--- src/hw/rtl/lxm_pkg.sv ---
// Shared types, constants and tables of the LCG XOR decryptor with MD5 check.
`timescale 1ns / 1ps
`default_nettype none
package lxm_pkg;

  localparam int POS_W = 18;             // byte counter, saturates
  localparam int CNT_W = 61;             // MD5 byte count (bit count / 8)
  localparam int MAX_PLAIN_BYTES = 65536;
  localparam int CAP_W = 17;

  localparam logic [31:0] KEY_MASK = 32'hcb0baf47;
  localparam logic [31:0] KEY_MUL  = 32'h0000b8f7;
  localparam logic [31:0] KEY_ADD  = 32'h00015bb9;
  localparam logic [31:0] SANITY   = 32'h42ffdfa9;

  localparam logic [31:0] IV0 = 32'h67452301;
  localparam logic [31:0] IV1 = 32'hefcdab89;
  localparam logic [31:0] IV2 = 32'h98badcfe;
  localparam logic [31:0] IV3 = 32'h10325476;

  // final status codes
  localparam logic [2:0] STAT_OK     = 3'd0;
  localparam logic [2:0] STAT_SANITY = 3'd1;
  localparam logic [2:0] STAT_DIGEST = 3'd2;
  localparam logic [2:0] STAT_SHORT  = 3'd3;
  localparam logic [2:0] STAT_CAP    = 3'd4;

  // configuration register indexes
  localparam logic CFG_CHECKSUM_SELECT = 1'b0;
  localparam logic CFG_PLAIN_CAPACITY  = 1'b1;

  typedef enum logic [1:0] {S_IDLE, S_COMP, S_FIN, S_OUT} state_t;
  typedef enum logic [1:0] {FP_SALT, FP_PAD, FP_ZERO, FP_LEN} fphase_t;

  // controller -> datapath
  typedef struct packed {
    logic accept;      // input transaction this cycle
    logic comp_load;   // load working registers from chain
    logic round;       // one MD5 round
    logic fin_byte;    // feed one finalization byte
    logic final_load;  // load final result, clear message state
  } cmd_t;

  // datapath -> controller
  typedef struct packed {
    logic acc_fill;    // accepted byte completes a block
    logic fin_fill;    // finalization byte completes a block
    logic fin_end;     // finalization byte is the last length byte
    logic rnd_last;    // round 63
    logic out_free;    // output register can take a transaction
  } sts_t;

  // salt tables, table select in index bit 6
  localparam logic [7:0] SALT_TAB [128] = '{
    8'h41,8'h47,8'hc8,8'h09,8'hba,8'h3c,8'h99,8'h6a,8'hda,8'h09,8'h9a,8'h0f,8'hc0,8'hd3,8'h47,8'hca,
    8'hd1,8'h95,8'h81,8'h19,8'hab,8'h17,8'hc6,8'h5f,8'had,8'hea,8'he5,8'h75,8'h9c,8'h49,8'h18,8'ha5,
    8'hdf,8'h35,8'h46,8'h5b,8'h78,8'h0e,8'hcb,8'hc7,8'h8c,8'h3e,8'hf4,8'h90,8'ha2,8'hb7,8'h8e,8'h00,
    8'h53,8'h8d,8'h4c,8'hab,8'h13,8'ha5,8'h16,8'h00,8'hff,8'hb8,8'h4b,8'h20,8'h29,8'h22,8'h9d,8'hee,
    8'hda,8'h76,8'h5c,8'hd4,8'h34,8'hc3,8'hd7,8'h2c,8'hac,8'h40,8'hb8,8'hd8,8'h59,8'hbc,8'h59,8'h34,
    8'haa,8'hbf,8'h89,8'hbd,8'h85,8'he8,8'h40,8'h27,8'h78,8'h2b,8'h18,8'h6e,8'ha6,8'h6e,8'h5a,8'hc6,
    8'hda,8'he3,8'h86,8'h84,8'h40,8'h14,8'h2a,8'h23,8'h4f,8'h5d,8'h38,8'h5e,8'h7f,8'hd9,8'h73,8'h7d,
    8'he4,8'h80,8'h3d,8'h21,8'h28,8'h41,8'hf1,8'hb2,8'h96,8'h43,8'h2b,8'hcc,8'h0c,8'h9d,8'h26,8'hb9
  };

  localparam logic [31:0] MD5_K [64] = '{
    32'hd76aa478,32'he8c7b756,32'h242070db,32'hc1bdceee,32'hf57c0faf,32'h4787c62a,32'ha8304613,32'hfd469501,
    32'h698098d8,32'h8b44f7af,32'hffff5bb1,32'h895cd7be,32'h6b901122,32'hfd987193,32'ha679438e,32'h49b40821,
    32'hf61e2562,32'hc040b340,32'h265e5a51,32'he9b6c7aa,32'hd62f105d,32'h02441453,32'hd8a1e681,32'he7d3fbc8,
    32'h21e1cde6,32'hc33707d6,32'hf4d50d87,32'h455a14ed,32'ha9e3e905,32'hfcefa3f8,32'h676f02d9,32'h8d2a4c8a,
    32'hfffa3942,32'h8771f681,32'h6d9d6122,32'hfde5380c,32'ha4beea44,32'h4bdecfa9,32'hf6bb4b60,32'hbebfbc70,
    32'h289b7ec6,32'heaa127fa,32'hd4ef3085,32'h04881d05,32'hd9d4d039,32'he6db99e5,32'h1fa27cf8,32'hc4ac5665,
    32'hf4292244,32'h432aff97,32'hab9423a7,32'hfc93a039,32'h655b59c3,32'h8f0ccc92,32'hffeff47d,32'h85845dd1,
    32'h6fa87e4f,32'hfe2ce6e0,32'ha3014314,32'h4e0811a1,32'hf7537e82,32'hbd3af235,32'h2ad7d2bb,32'heb86d391
  };

  localparam logic [4:0] MD5_S [16] = '{
    5'd7, 5'd12, 5'd17, 5'd22, 5'd5, 5'd9, 5'd14, 5'd20,
    5'd4, 5'd11, 5'd16, 5'd23, 5'd6, 5'd10, 5'd15, 5'd21
  };

endpackage
`default_nettype wire

--- src/hw/rtl/lxm_ctrl.sv ---
// Controller state machine: byte intake, MD5 compression, finalization, result.
`timescale 1ns / 1ps
`default_nettype none
module lxm_ctrl (
  input  wire logic          clk,
  input  wire logic          rst_n,
  input  wire logic          in_tvalid,
  input  wire logic          in_tlast,
  output logic               in_tready,
  input  wire lxm_pkg::sts_t sts,
  output lxm_pkg::cmd_t      cmd
);

  lxm_pkg::state_t state_r, state_nxt;
  logic last_r, last_nxt;        // message ended, finalization pending
  logic fin_end_r, fin_end_nxt;  // compression in progress is the final one

  // state registers
  always_ff @(posedge clk) begin
    if (!rst_n) begin
      state_r   <= lxm_pkg::S_IDLE;
      last_r    <= 1'b0;
      fin_end_r <= 1'b0;
    end else begin
      state_r   <= state_nxt;
      last_r    <= last_nxt;
      fin_end_r <= fin_end_nxt;
    end
  end

  // next state and commands
  always_comb begin
    state_nxt   = state_r;
    last_nxt    = last_r;
    fin_end_nxt = fin_end_r;
    cmd         = '0;
    in_tready   = 1'b0;
    case (state_r)
      lxm_pkg::S_IDLE: begin
        in_tready  = sts.out_free;
        cmd.accept = in_tvalid && sts.out_free;
        if (cmd.accept) begin
          last_nxt = in_tlast;
          if (sts.acc_fill) begin
            cmd.comp_load = 1'b1;
            state_nxt     = lxm_pkg::S_COMP;
          end else if (in_tlast) begin
            state_nxt = lxm_pkg::S_FIN;
          end
        end
      end
      lxm_pkg::S_COMP: begin
        cmd.round = 1'b1;
        if (sts.rnd_last) begin
          if (fin_end_r) begin
            fin_end_nxt = 1'b0;
            state_nxt   = lxm_pkg::S_OUT;
          end else if (last_r) begin
            state_nxt = lxm_pkg::S_FIN;
          end else begin
            state_nxt = lxm_pkg::S_IDLE;
          end
        end
      end
      lxm_pkg::S_FIN: begin
        cmd.fin_byte = 1'b1;
        if (sts.fin_fill) begin
          cmd.comp_load = 1'b1;
          fin_end_nxt   = sts.fin_end;
          state_nxt     = lxm_pkg::S_COMP;
        end
      end
      lxm_pkg::S_OUT: begin
        if (sts.out_free) begin
          cmd.final_load = 1'b1;
          last_nxt       = 1'b0;
          state_nxt      = lxm_pkg::S_IDLE;
        end
      end
      default: state_nxt = lxm_pkg::S_IDLE;
    endcase
  end

endmodule
`default_nettype wire

--- src/hw/rtl/lxm_dp.sv ---
// Datapath: key stream, header capture, MD5 round unit, padding sequencer, result register.
`timescale 1ns / 1ps
`default_nettype none
module lxm_dp (
  input  wire logic                      clk,
  input  wire logic                      rst_n,
  input  wire logic                      cfg_we,
  input  wire logic                      cfg_addr,
  input  wire logic [lxm_pkg::CAP_W-1:0] cfg_wdata,
  input  wire logic [7:0]                in_byte,
  input  wire logic                      in_last,
  input  wire lxm_pkg::cmd_t             cmd,
  output lxm_pkg::sts_t                  sts,
  input  wire logic                      out_tready,
  output logic                           out_valid,
  output logic [7:0]                     out_plain,
  output logic                           out_bv,
  output logic                           out_done,
  output logic [2:0]                     out_stat,
  output logic [31:0]                    out_time,
  output logic [lxm_pkg::CAP_W-1:0]      out_len
);

  // configuration
  logic                      sel_r;
  logic [lxm_pkg::CAP_W-1:0] cap_r;

  // message state
  logic [lxm_pkg::POS_W-1:0] pos_r, pos_nxt;
  logic [31:0]               key_r, key_nxt;
  logic [31:0]               san_r, san_nxt;
  logic [31:0]               time_r, time_nxt;
  logic [127:0]              exp_r, exp_nxt;
  logic [1:0]                flags_r, flags_nxt;
  logic                      hold_emit_r, hold_emit_nxt;
  logic [7:0]                hold_d_r, hold_d_nxt;
  logic [lxm_pkg::CNT_W-1:0] cnt_r;
  logic [31:0]               buf_r [16];
  logic [31:0]               h_r [4];
  logic [31:0]               a_r, b_r, c_r, d_r;
  logic [5:0]                rnd_r;
  lxm_pkg::fphase_t          fph_r;
  logic [5:0]                fcnt_r;
  logic [63:0]               lenb_r;

  // output register
  logic                      ov_r, oplain_bv_r, odone_r;
  logic [7:0]                oplain_r;
  logic [2:0]                ostat_r;
  logic [31:0]               otime_r;
  logic [lxm_pkg::CAP_W-1:0] olen_r;

  logic [31:0]               key_step;
  logic [7:0]                dec;
  logic [31:0]               san_sh;
  logic [lxm_pkg::POS_W-1:0] idx;
  logic                      emit;
  logic [3:0]                eidx;
  logic [5:0]                n;
  logic                      wr_en;
  logic [7:0]                wr_byte, fin_b;
  logic                      match;
  logic [2:0]                st;
  logic [lxm_pkg::POS_W-1:0] len_m32;

  assign n        = cnt_r[5:0];
  assign key_step = 32'(key_r * lxm_pkg::KEY_MUL) + lxm_pkg::KEY_ADD;
  assign dec      = in_byte ^ key_step[7:0];
  assign san_sh   = {san_r[23:0], dec};
  assign idx      = pos_r - lxm_pkg::POS_W'(32);
  assign eidx     = pos_r[3:0] ^ 4'd8;
  assign match    = ({h_r[3], h_r[2], h_r[1], h_r[0]} == exp_r);
  assign len_m32  = pos_r - lxm_pkg::POS_W'(32);

  // status to controller
  assign sts.acc_fill = (pos_r >= lxm_pkg::POS_W'(24)) && (n == 6'd63);
  assign sts.fin_fill = (n == 6'd63);
  assign sts.fin_end  = (fph_r == lxm_pkg::FP_LEN) && (fcnt_r[2:0] == 3'd7);
  assign sts.rnd_last = (rnd_r == 6'd63);
  assign sts.out_free = !ov_r || out_tready;

  // configuration writes
  always_ff @(posedge clk) begin
    if (!rst_n) begin
      sel_r <= 1'b0;
      cap_r <= lxm_pkg::CAP_W'(65536);
    end else if (cfg_we) begin
      case (cfg_addr)
        lxm_pkg::CFG_CHECKSUM_SELECT: sel_r <= cfg_wdata[0];
        lxm_pkg::CFG_PLAIN_CAPACITY:  cap_r <= cfg_wdata;
        default: ;
      endcase
    end
  end

  // per-byte header, key and check logic
  always_comb begin
    pos_nxt       = pos_r;
    key_nxt       = key_r;
    san_nxt       = san_r;
    time_nxt      = time_r;
    exp_nxt       = exp_r;
    flags_nxt     = flags_r;
    hold_emit_nxt = hold_emit_r;
    hold_d_nxt    = hold_d_r;
    emit          = 1'b0;
    if (cmd.accept) begin
      if (pos_r == lxm_pkg::POS_W'(1)) begin
        key_nxt[15:8] = in_byte;
      end else if (pos_r == lxm_pkg::POS_W'(2)) begin
        key_nxt[31:24] = in_byte;
      end else if (pos_r == lxm_pkg::POS_W'(4)) begin
        key_nxt[23:16] = in_byte;
      end else if (pos_r == lxm_pkg::POS_W'(7)) begin
        key_nxt = {key_r[31:8], in_byte} ^ lxm_pkg::KEY_MASK;
      end else if (pos_r >= lxm_pkg::POS_W'(8) && pos_r < lxm_pkg::POS_W'(24)) begin
        exp_nxt[{eidx, 3'b000} +: 8] = in_byte;
      end
      if (pos_r >= lxm_pkg::POS_W'(24)) begin
        key_nxt = key_step;
        if (pos_r < lxm_pkg::POS_W'(28)) begin
          san_nxt = san_sh;
          if (pos_r == lxm_pkg::POS_W'(27) && san_sh != lxm_pkg::SANITY) begin
            flags_nxt[0] = 1'b1;
          end
        end else if (pos_r < lxm_pkg::POS_W'(32)) begin
          time_nxt = {time_r[23:0], dec};
        end else begin
          if (32'(idx) >= 32'(cap_r) || 32'(idx) >= 32'(lxm_pkg::MAX_PLAIN_BYTES)) begin
            flags_nxt[1] = 1'b1;
          end
          emit = (flags_nxt == 2'b00);
        end
      end
      if (pos_r != '1) begin
        pos_nxt = pos_r + lxm_pkg::POS_W'(1);
      end
      hold_emit_nxt = emit;
      hold_d_nxt    = dec;
    end
    // message state back to reset once the final result is loaded
    if (cmd.final_load) begin
      pos_nxt       = '0;
      key_nxt       = '0;
      san_nxt       = '0;
      time_nxt      = '0;
      exp_nxt       = '0;
      flags_nxt     = '0;
      hold_emit_nxt = 1'b0;
    end
  end

  // finalization byte source
  always_comb begin
    case (fph_r)
      lxm_pkg::FP_SALT: fin_b = lxm_pkg::SALT_TAB[{sel_r, fcnt_r}];
      lxm_pkg::FP_PAD:  fin_b = 8'h80;
      lxm_pkg::FP_ZERO: fin_b = 8'h00;
      lxm_pkg::FP_LEN:  fin_b = lenb_r[{fcnt_r[2:0], 3'b000} +: 8];
      default:          fin_b = 8'h00;
    endcase
  end

  assign wr_en   = (cmd.accept && pos_r >= lxm_pkg::POS_W'(24)) || cmd.fin_byte;
  assign wr_byte = cmd.accept ? in_byte : fin_b;

  // final status, by precedence
  always_comb begin
    if (pos_r < lxm_pkg::POS_W'(32))  st = lxm_pkg::STAT_SHORT;
    else if (flags_r[1])              st = lxm_pkg::STAT_CAP;
    else if (flags_r[0])              st = lxm_pkg::STAT_SANITY;
    else if (!match)                  st = lxm_pkg::STAT_DIGEST;
    else                              st = lxm_pkg::STAT_OK;
  end

  // message block buffer
  always_ff @(posedge clk) begin
    if (wr_en) begin
      buf_r[n[5:2]][{n[1:0], 3'b000} +: 8] <= wr_byte;
    end
  end

  // MD5 round unit
  logic [1:0]  rq;
  logic [31:0] f, t, rot_in, b_new;
  logic [3:0]  g;
  logic [63:0] rot2;
  always_comb begin
    rq = rnd_r[5:4];
    case (rq)
      2'd0: begin
        f = (b_r & c_r) | (~b_r & d_r);
        g = rnd_r[3:0];
      end
      2'd1: begin
        f = (d_r & b_r) | (~d_r & c_r);
        g = 4'(rnd_r * 3'd5 + 6'd1);
      end
      2'd2: begin
        f = b_r ^ c_r ^ d_r;
        g = 4'(rnd_r * 2'd3 + 6'd5);
      end
      default: begin
        f = c_r ^ (b_r | ~d_r);
        g = 4'(rnd_r * 3'd7);
      end
    endcase
    t      = a_r + f + lxm_pkg::MD5_K[rnd_r] + buf_r[g];
    rot_in = t;
    rot2   = {rot_in, rot_in} << lxm_pkg::MD5_S[{rq, rnd_r[1:0]}];
    b_new  = b_r + rot2[63:32];
  end

  // sequential state
  always_ff @(posedge clk) begin
    if (!rst_n) begin
      pos_r       <= '0;
      key_r       <= '0;
      san_r       <= '0;
      time_r      <= '0;
      exp_r       <= '0;
      flags_r     <= '0;
      hold_emit_r <= 1'b0;
      hold_d_r    <= '0;
      cnt_r       <= '0;
      h_r[0]      <= lxm_pkg::IV0;
      h_r[1]      <= lxm_pkg::IV1;
      h_r[2]      <= lxm_pkg::IV2;
      h_r[3]      <= lxm_pkg::IV3;
      rnd_r       <= '0;
      fph_r       <= lxm_pkg::FP_SALT;
      fcnt_r      <= '0;
      ov_r        <= 1'b0;
    end else begin
      pos_r       <= pos_nxt;
      key_r       <= key_nxt;
      san_r       <= san_nxt;
      time_r      <= time_nxt;
      exp_r       <= exp_nxt;
      flags_r     <= flags_nxt;
      hold_emit_r <= hold_emit_nxt;
      hold_d_r    <= hold_d_nxt;

      if (wr_en) begin
        cnt_r <= cnt_r + lxm_pkg::CNT_W'(1);
      end

      // compression
      if (cmd.comp_load) begin
        a_r   <= h_r[0];
        b_r   <= h_r[1];
        c_r   <= h_r[2];
        d_r   <= h_r[3];
        rnd_r <= '0;
      end else if (cmd.round) begin
        a_r   <= d_r;
        b_r   <= b_new;
        c_r   <= b_r;
        d_r   <= c_r;
        rnd_r <= rnd_r + 6'd1;
        if (rnd_r == 6'd63) begin
          h_r[0] <= h_r[0] + d_r;
          h_r[1] <= h_r[1] + b_new;
          h_r[2] <= h_r[2] + b_r;
          h_r[3] <= h_r[3] + c_r;
        end
      end

      // padding sequencer
      if (cmd.accept) begin
        fph_r  <= lxm_pkg::FP_SALT;
        fcnt_r <= '0;
      end else if (cmd.fin_byte) begin
        case (fph_r)
          lxm_pkg::FP_SALT: begin
            fcnt_r <= fcnt_r + 6'd1;
            if (fcnt_r == 6'd63) fph_r <= lxm_pkg::FP_PAD;
          end
          lxm_pkg::FP_PAD: begin
            lenb_r <= {cnt_r, 3'b000};
            fcnt_r <= '0;
            fph_r  <= (n == 6'd55) ? lxm_pkg::FP_LEN : lxm_pkg::FP_ZERO;
          end
          lxm_pkg::FP_ZERO: begin
            if (n == 6'd55) fph_r <= lxm_pkg::FP_LEN;
          end
          lxm_pkg::FP_LEN: fcnt_r <= fcnt_r + 6'd1;
          default: fph_r <= lxm_pkg::FP_SALT;
        endcase
      end

      // output register
      if (cmd.final_load) begin
        ov_r        <= 1'b1;
        oplain_r    <= hold_emit_r ? hold_d_r : 8'h00;
        oplain_bv_r <= hold_emit_r;
        odone_r     <= 1'b1;
        ostat_r     <= st;
        otime_r     <= (st == lxm_pkg::STAT_OK) ? time_r : 32'h0;
        if (pos_r < lxm_pkg::POS_W'(32))      olen_r <= '0;
        else if (len_m32 > lxm_pkg::POS_W'({lxm_pkg::CAP_W{1'b1}}))
          olen_r <= '1;
        else                                  olen_r <= len_m32[lxm_pkg::CAP_W-1:0];
        // MD5 state back to reset
        cnt_r       <= '0;
        h_r[0]      <= lxm_pkg::IV0;
        h_r[1]      <= lxm_pkg::IV1;
        h_r[2]      <= lxm_pkg::IV2;
        h_r[3]      <= lxm_pkg::IV3;
      end else if (cmd.accept && emit && !in_last) begin
        ov_r        <= 1'b1;
        oplain_r    <= dec;
        oplain_bv_r <= 1'b1;
        odone_r     <= 1'b0;
        ostat_r     <= lxm_pkg::STAT_OK;
        otime_r     <= '0;
        olen_r      <= '0;
      end else if (out_tready) begin
        ov_r <= 1'b0;
      end
    end
  end

  assign out_valid = ov_r;
  assign out_plain = oplain_r;
  assign out_bv    = oplain_bv_r;
  assign out_done  = odone_r;
  assign out_stat  = ostat_r;
  assign out_time  = otime_r;
  assign out_len   = olen_r;

endmodule
`default_nettype wire

--- src/hw/rtl/lcg_xor_message_decrypt_md5_check.sv ---
// Top level of the LCG XOR stream decryptor with salted MD5 check.
`timescale 1ns / 1ps
`default_nettype none
// Takes one ciphertext byte per input transaction and returns one output
// transaction per emitted plaintext byte but the last, which is carried by the
// final status transaction. A byte that completes a 64-byte MD5 block makes
// the intake wait while the single-round MD5 unit compresses the block. After
// the final byte the salt, padding and length (73 to 136 bytes, one per cycle
// outside compression) are run, and the status transaction is loaded once the
// output register is free. Configuration must be written only while idle; the
// block itself does not enforce this.
module lcg_xor_message_decrypt_md5_check (
  input  wire logic        clk,
  input  wire logic        rst_n,
  // configuration
  input  wire logic        cfg_we,
  input  wire logic        cfg_addr,
  input  wire logic [16:0] cfg_wdata,
  // input stream
  input  wire logic        in_tvalid,
  output logic             in_tready,
  input  wire logic [7:0]  in_tdata,   // [7:0] cipher_byte
  input  wire logic        in_tlast,   // last_byte
  // result stream
  output logic             out_tvalid,
  input  wire logic        out_tready,
  output logic [63:0]      out_tdata,  // [7:0] plain_byte, [10:8] status,
                                       // [42:11] time_value, [59:43] plain_length
  output logic             out_tuser,  // byte_valid
  output logic             out_tlast   // done_res
);

  lxm_pkg::cmd_t cmd;
  lxm_pkg::sts_t sts;
  logic [7:0]  o_plain;
  logic [2:0]  o_stat;
  logic [31:0] o_time;
  logic [16:0] o_len;

  lxm_ctrl u_ctrl (
    .clk       (clk),
    .rst_n     (rst_n),
    .in_tvalid (in_tvalid),
    .in_tlast  (in_tlast),
    .in_tready (in_tready),
    .sts       (sts),
    .cmd       (cmd)
  );

  lxm_dp u_dp (
    .clk        (clk),
    .rst_n      (rst_n),
    .cfg_we     (cfg_we),
    .cfg_addr   (cfg_addr),
    .cfg_wdata  (cfg_wdata),
    .in_byte    (in_tdata),
    .in_last    (in_tlast),
    .cmd        (cmd),
    .sts        (sts),
    .out_tready (out_tready),
    .out_valid  (out_tvalid),
    .out_plain  (o_plain),
    .out_bv     (out_tuser),
    .out_done   (out_tlast),
    .out_stat   (o_stat),
    .out_time   (o_time),
    .out_len    (o_len)
  );

  assign out_tdata = {4'b0000, o_len, o_time, o_stat, o_plain};

endmodule
`default_nettype wire
--- config.mk ---
export PLATFORM = sky130hd
export DESIGN_NAME = lcg_xor_message_decrypt_md5_check
export DESIGN_NICKNAME = d
export VERILOG_FILES = /design/src/hw/rtl/lxm_pkg.sv /design/src/hw/rtl/lxm_ctrl.sv /design/src/hw/rtl/lxm_dp.sv /design/src/hw/rtl/lcg_xor_message_decrypt_md5_check.sv
export SDC_FILE = /design/constraint.sdc
export NUM_CORES = 2
export LEC_CHECK = 0
export BUFFER_PORTS_ARGS = -buffer_cell sky130_fd_sc_hd__buf_2
export CAP_MARGIN = 20
export CORE_UTILIZATION = 38
export CTS_CLUSTER_DIAMETER = 30
export CTS_CLUSTER_SIZE = 12
export DETAILED_ROUTE_END_ITERATION = 7
export HOLD_SLACK_MARGIN = 0.02
export SYNTH_ARGS = -nofsm -noshare
export SYNTH_HDL_FRONTEND = slang
export SYNTH_SLANG_ARGS = --single-unit
--- constraint.sdc ---
create_clock -name clk -period 24.1 [get_ports clk]
set_clock_uncertainty 0.05 [all_clocks]
set_input_delay 1.205 -clock clk [delete_from_list [all_inputs] [get_ports clk]]
set_output_delay 1.205 -clock clk [all_outputs]
set_load 0.1 [all_outputs]
==> results.tsv <==
stage	metric	value	unit
yosys	Yosys warning count	0	
yosys	top cell type by total area after synthesis	edfxtp_1	
yosys	asr flop ratio synth	0	
critical_path	r2r setup slk	9.61	ns
yosys	synthesized area per cell	10.01	um2
routing	detailed-route via count	55686	
clock_tree	Clock Root Buffer	clkbuf_16	
routing	drt initial violations	6188	
sta	Setup TNS	0	ns
yosys	top cells by area, synth	edfxtp_1, dfxtp_1, nand2_1	
global_route	first-pass GRT wire length	342.6	mm
status	status	finished, final reports clean	
floorplanning	IO Pins	100	
final_layout	ANT cells	0	
critical_path	CP startpoint	u_dp.rnd_r[1]	
yosys	Yosys top cell area share	0.3549	
sta	Rel. slew slack	0.1215	
critical_path	r2r worst-path depth	49	
floorplanning	FP Rows	157	
placement	GPL Wtd Cong	1.005	
placement	DPL Wire Length	162.6	mm
critical_path	critical path's largest stage delay	0.64	ns
clock_tree	CTS tree	yes	
global_route	number of global-route vias before repair	53310	
routing	Routed Antenna Nets	0	
sta	min Tclk post-route	14.49	ns
sta	fin. max-slew vios	0	
critical_path	critical path's slowest cell	or2_2	
sta	final setup fails	0	
floorplanning	Die X	431.1	um
clock_tree	worst skew pair latency	0.93	ns
critical_path	CP Data Arrival Time	15.09	ns
worst_hold_path	Hold Path Class	flip-flop to flip-flop	
floorplanning	Die Y	431.1	um
routing	Pre-antenna DRT Iters	7	
final_layout	Final #Nets	7493	
global_route	total grt overflow	0	
placement	Port Buffers	95	
critical_path	Startpoint Class	flip-flop	
yosys	Synth cell types	91	
critical_path	critical path peak fanout	37	
routing	Vias/cell	5.703	
yosys	Syn Inst Count	6994	
global_route	GR Util All Layers	0.2434	
clock_tree	htree depth	5	
final_layout	share of cells above drive strength 1	0.1279	
critical_path	Critical R2R Capture	u_dp.h_r[1][31]	
clock_tree	CTS sink cnt	1210	
critical_path	RR Startpoint	u_dp.rnd_r[1]	
critical_path	crit-path most repeated cell	ha_1	
global_route	initial antenna violation count	9	
sta	fmax	69.02	MHz
clock_tree	Clock transition at path regs	0.04	ns
clock_tree	cts repair resizes	0	
yosys	#FFs+latches synth	1210	
sta	Fin. Hold Viols	0	
floorplanning	Initial Utilization	0.3822	
yosys	number of synthesized flops with an enable pin	827	
sta	worst slew pin tran	1.318	ns
floorplanning	DIE AREA	0.1859	mm2
clock_tree	cts bufs inserted	289	
routing	DRT Wirelength	231.1	mm
sta	RSZ-0062 raised after global routing	no	
yosys	dominant synthesized flop cell	edfxtp_1	
job	Max-cap violations	0	
sta	Tcrit/Tclk final	0.6012	
critical_path	data required time at the worst endpoint	24.70	ns
floorplanning	Core Area	0.1831	mm2
critical_path	Setup crit end	u_dp.h_r[1][31]	
final_layout	Area growth, synth to finish	17.92	%
global_route	largest net degree at the start of global routing	129	
worst_hold_path	hold path cells	0	
critical_path	CP endpoint kind	flip-flop	
clock_tree	postcts setup bufs	0	
clock_tree	hold-fix buffers at CTS	0	
routing	# DRC	0	
routing	wire per inst	23.67	um
critical_path	CP Class	flip-flop to flip-flop	
yosys	sequential fraction of the synthesis area	0.4644	
yosys	Mapped Area	0.06998	mm2
clock_tree	clk buf depth	4	
metrics by stage:
step / worst slack, ns / hold slack [ns] / area, um2 / utilization / cells
floorplan: 11.46 / 0.3564 / 69990 / - / 6997
global placement: 9.863 / 0.3711 / 72830 / 0.3978 / 9248
detailed placement: 9.779 / 0.3812 / 72860 / 0.3979 / 9250
CTS: 9.753 / 0.3951 / 82400 / 0.4501 / 9754
global route: 8.639 / 0.4154 / 82520 / 0.4508 / 9764
finish: 9.611 / 0.3875 / 82520 / 0.4508 / 9764
Yosys cell counts (all sizes together), types with 23 or more instances:
| cell | count |
|---|---|
| nand3 | 181 |
| and2 | 95 |
| o21a | 39 |
| nand4 | 37 |
| o211ai | 58 |
| a21boi | 28 |
| o31ai | 23 |
| xnor2 | 179 |
| and3 | 40 |
| a31oi | 139 |
| dfxtp | 383 |
| nor2 | 659 |
| nor2b | 42 |
| maj3 | 30 |
| mux2 | 48 |
| nand2 | 1022 |
| ha | 296 |
| a211oi | 119 |
| mux2i | 151 |
| a21o | 86 |
| o21ai | 281 |
| o221a | 30 |
| nand2b | 49 |
| nor4 | 44 |
| buf | 70 |
| edfxtp | 827 |
| a21oi | 518 |
| mux4 | 150 |
| nor3 | 93 |
| fa | 78 |
| clkbuf | 325 |
| xor2 | 246 |
| or3 | 47 |
| o21bai | 24 |
| inv | 311 |
registers in the layout, summed over array words and instances (netlist names), 8 cells and up:
register	flops
u_dp.hold_d_r	8
u_dp.b_r	32
u_dp.h_r	128
u_dp.buf_r	512
u_dp.pos_r	18
u_dp.exp_r	128
u_dp.key_r	8
u_dp.a_r	32
u_dp.out_plain	8
u_dp.san_r	24
u_dp.out_time	32
u_dp.d_r	32
u_dp.lenb_r	61
u_dp.cap_r	17
u_dp.c_r	32
u_dp.out_len	17
u_dp.time_r	32
u_dp.cnt_r	61
cells in the final DEF, fill, tap and decap left out, drive strengths merged, types with 246 or more instances in the layout:
cell type / count
nand2: 1022
edfxtp: 827
nor2: 659
a21oi: 518
dfxtp: 383
clkbuf: 349
inv: 326
ha: 296
o21ai: 281
xor2: 246
layout make-up:
type	instances	area, um2
multi-input cells	5078	34900
flip-flops and latches	1210	32520
fillers	17079	100600
repair buffers	194	1296
clock inverters	157	1734
clock buffers	347	7814
well taps	2464	3083
inverters	314	1184
critical path: cells and delay by family (launching register included):
kind,cells,cell delay [ns]
buffers and inverters,5,1.22
adder cells (fa/ha/maj),7,2.88
XOR/XNOR,3,0.55
AO/OA/AOI/OAI,20,6.06
multiplexers,4,1.08
AND/OR/NAND/NOR,10,2.03
flip-flops,1,0.32
layer usage:
layer | wire length (um) | track usage | vias up | share of wire
li1 | - | - | 25518 | -
met1 | 96280 | 0.3222 | 27254 | 0.42
met2 | 106300 | 0.3847 | 2438 | 0.46
met3 | 19600 | 0.05306 | 464 | 0.085
met4 | 8874 | 0.1003 | 12 | 0.038
met5 | 80 | 0 | - | 0.00035
how the worst min path moves through the flow:
stage                              start               to  slack, ns
after floorplan            u_dp.cnt_r[5]   u_dp.lenb_r[8]       0.36
after global placement    u_dp.cnt_r[51]  u_dp.lenb_r[54]       0.37
after detailed placement  u_dp.cnt_r[51]  u_dp.lenb_r[54]       0.38
after CTS                 u_dp.cnt_r[51]  u_dp.lenb_r[54]       0.40
after global routing      u_dp.san_r[23]   u_dp.san_r[23]       0.42
final                     u_dp.cnt_r[51]  u_dp.lenb_r[54]       0.39
kinds of logic after synthesis:
logic type / after synthesis / synth area share
xor gates and xnor gates: 426 / 0.05351
AOI/OAI and AO/OA: 1516 / 0.1362
DFF: 1210 / 0.4644
buffers and inverters: 709 / 0.03869
other: 1 / 0.00005359
muxes: 349 / 0.07759
adders and majority gates: 404 / 0.07953
and+or+nand+nor: 2379 / 0.1500
Power is not shown: default switching activity piles up to over one toggle a cycle in this logic, so the estimate is an artifact.
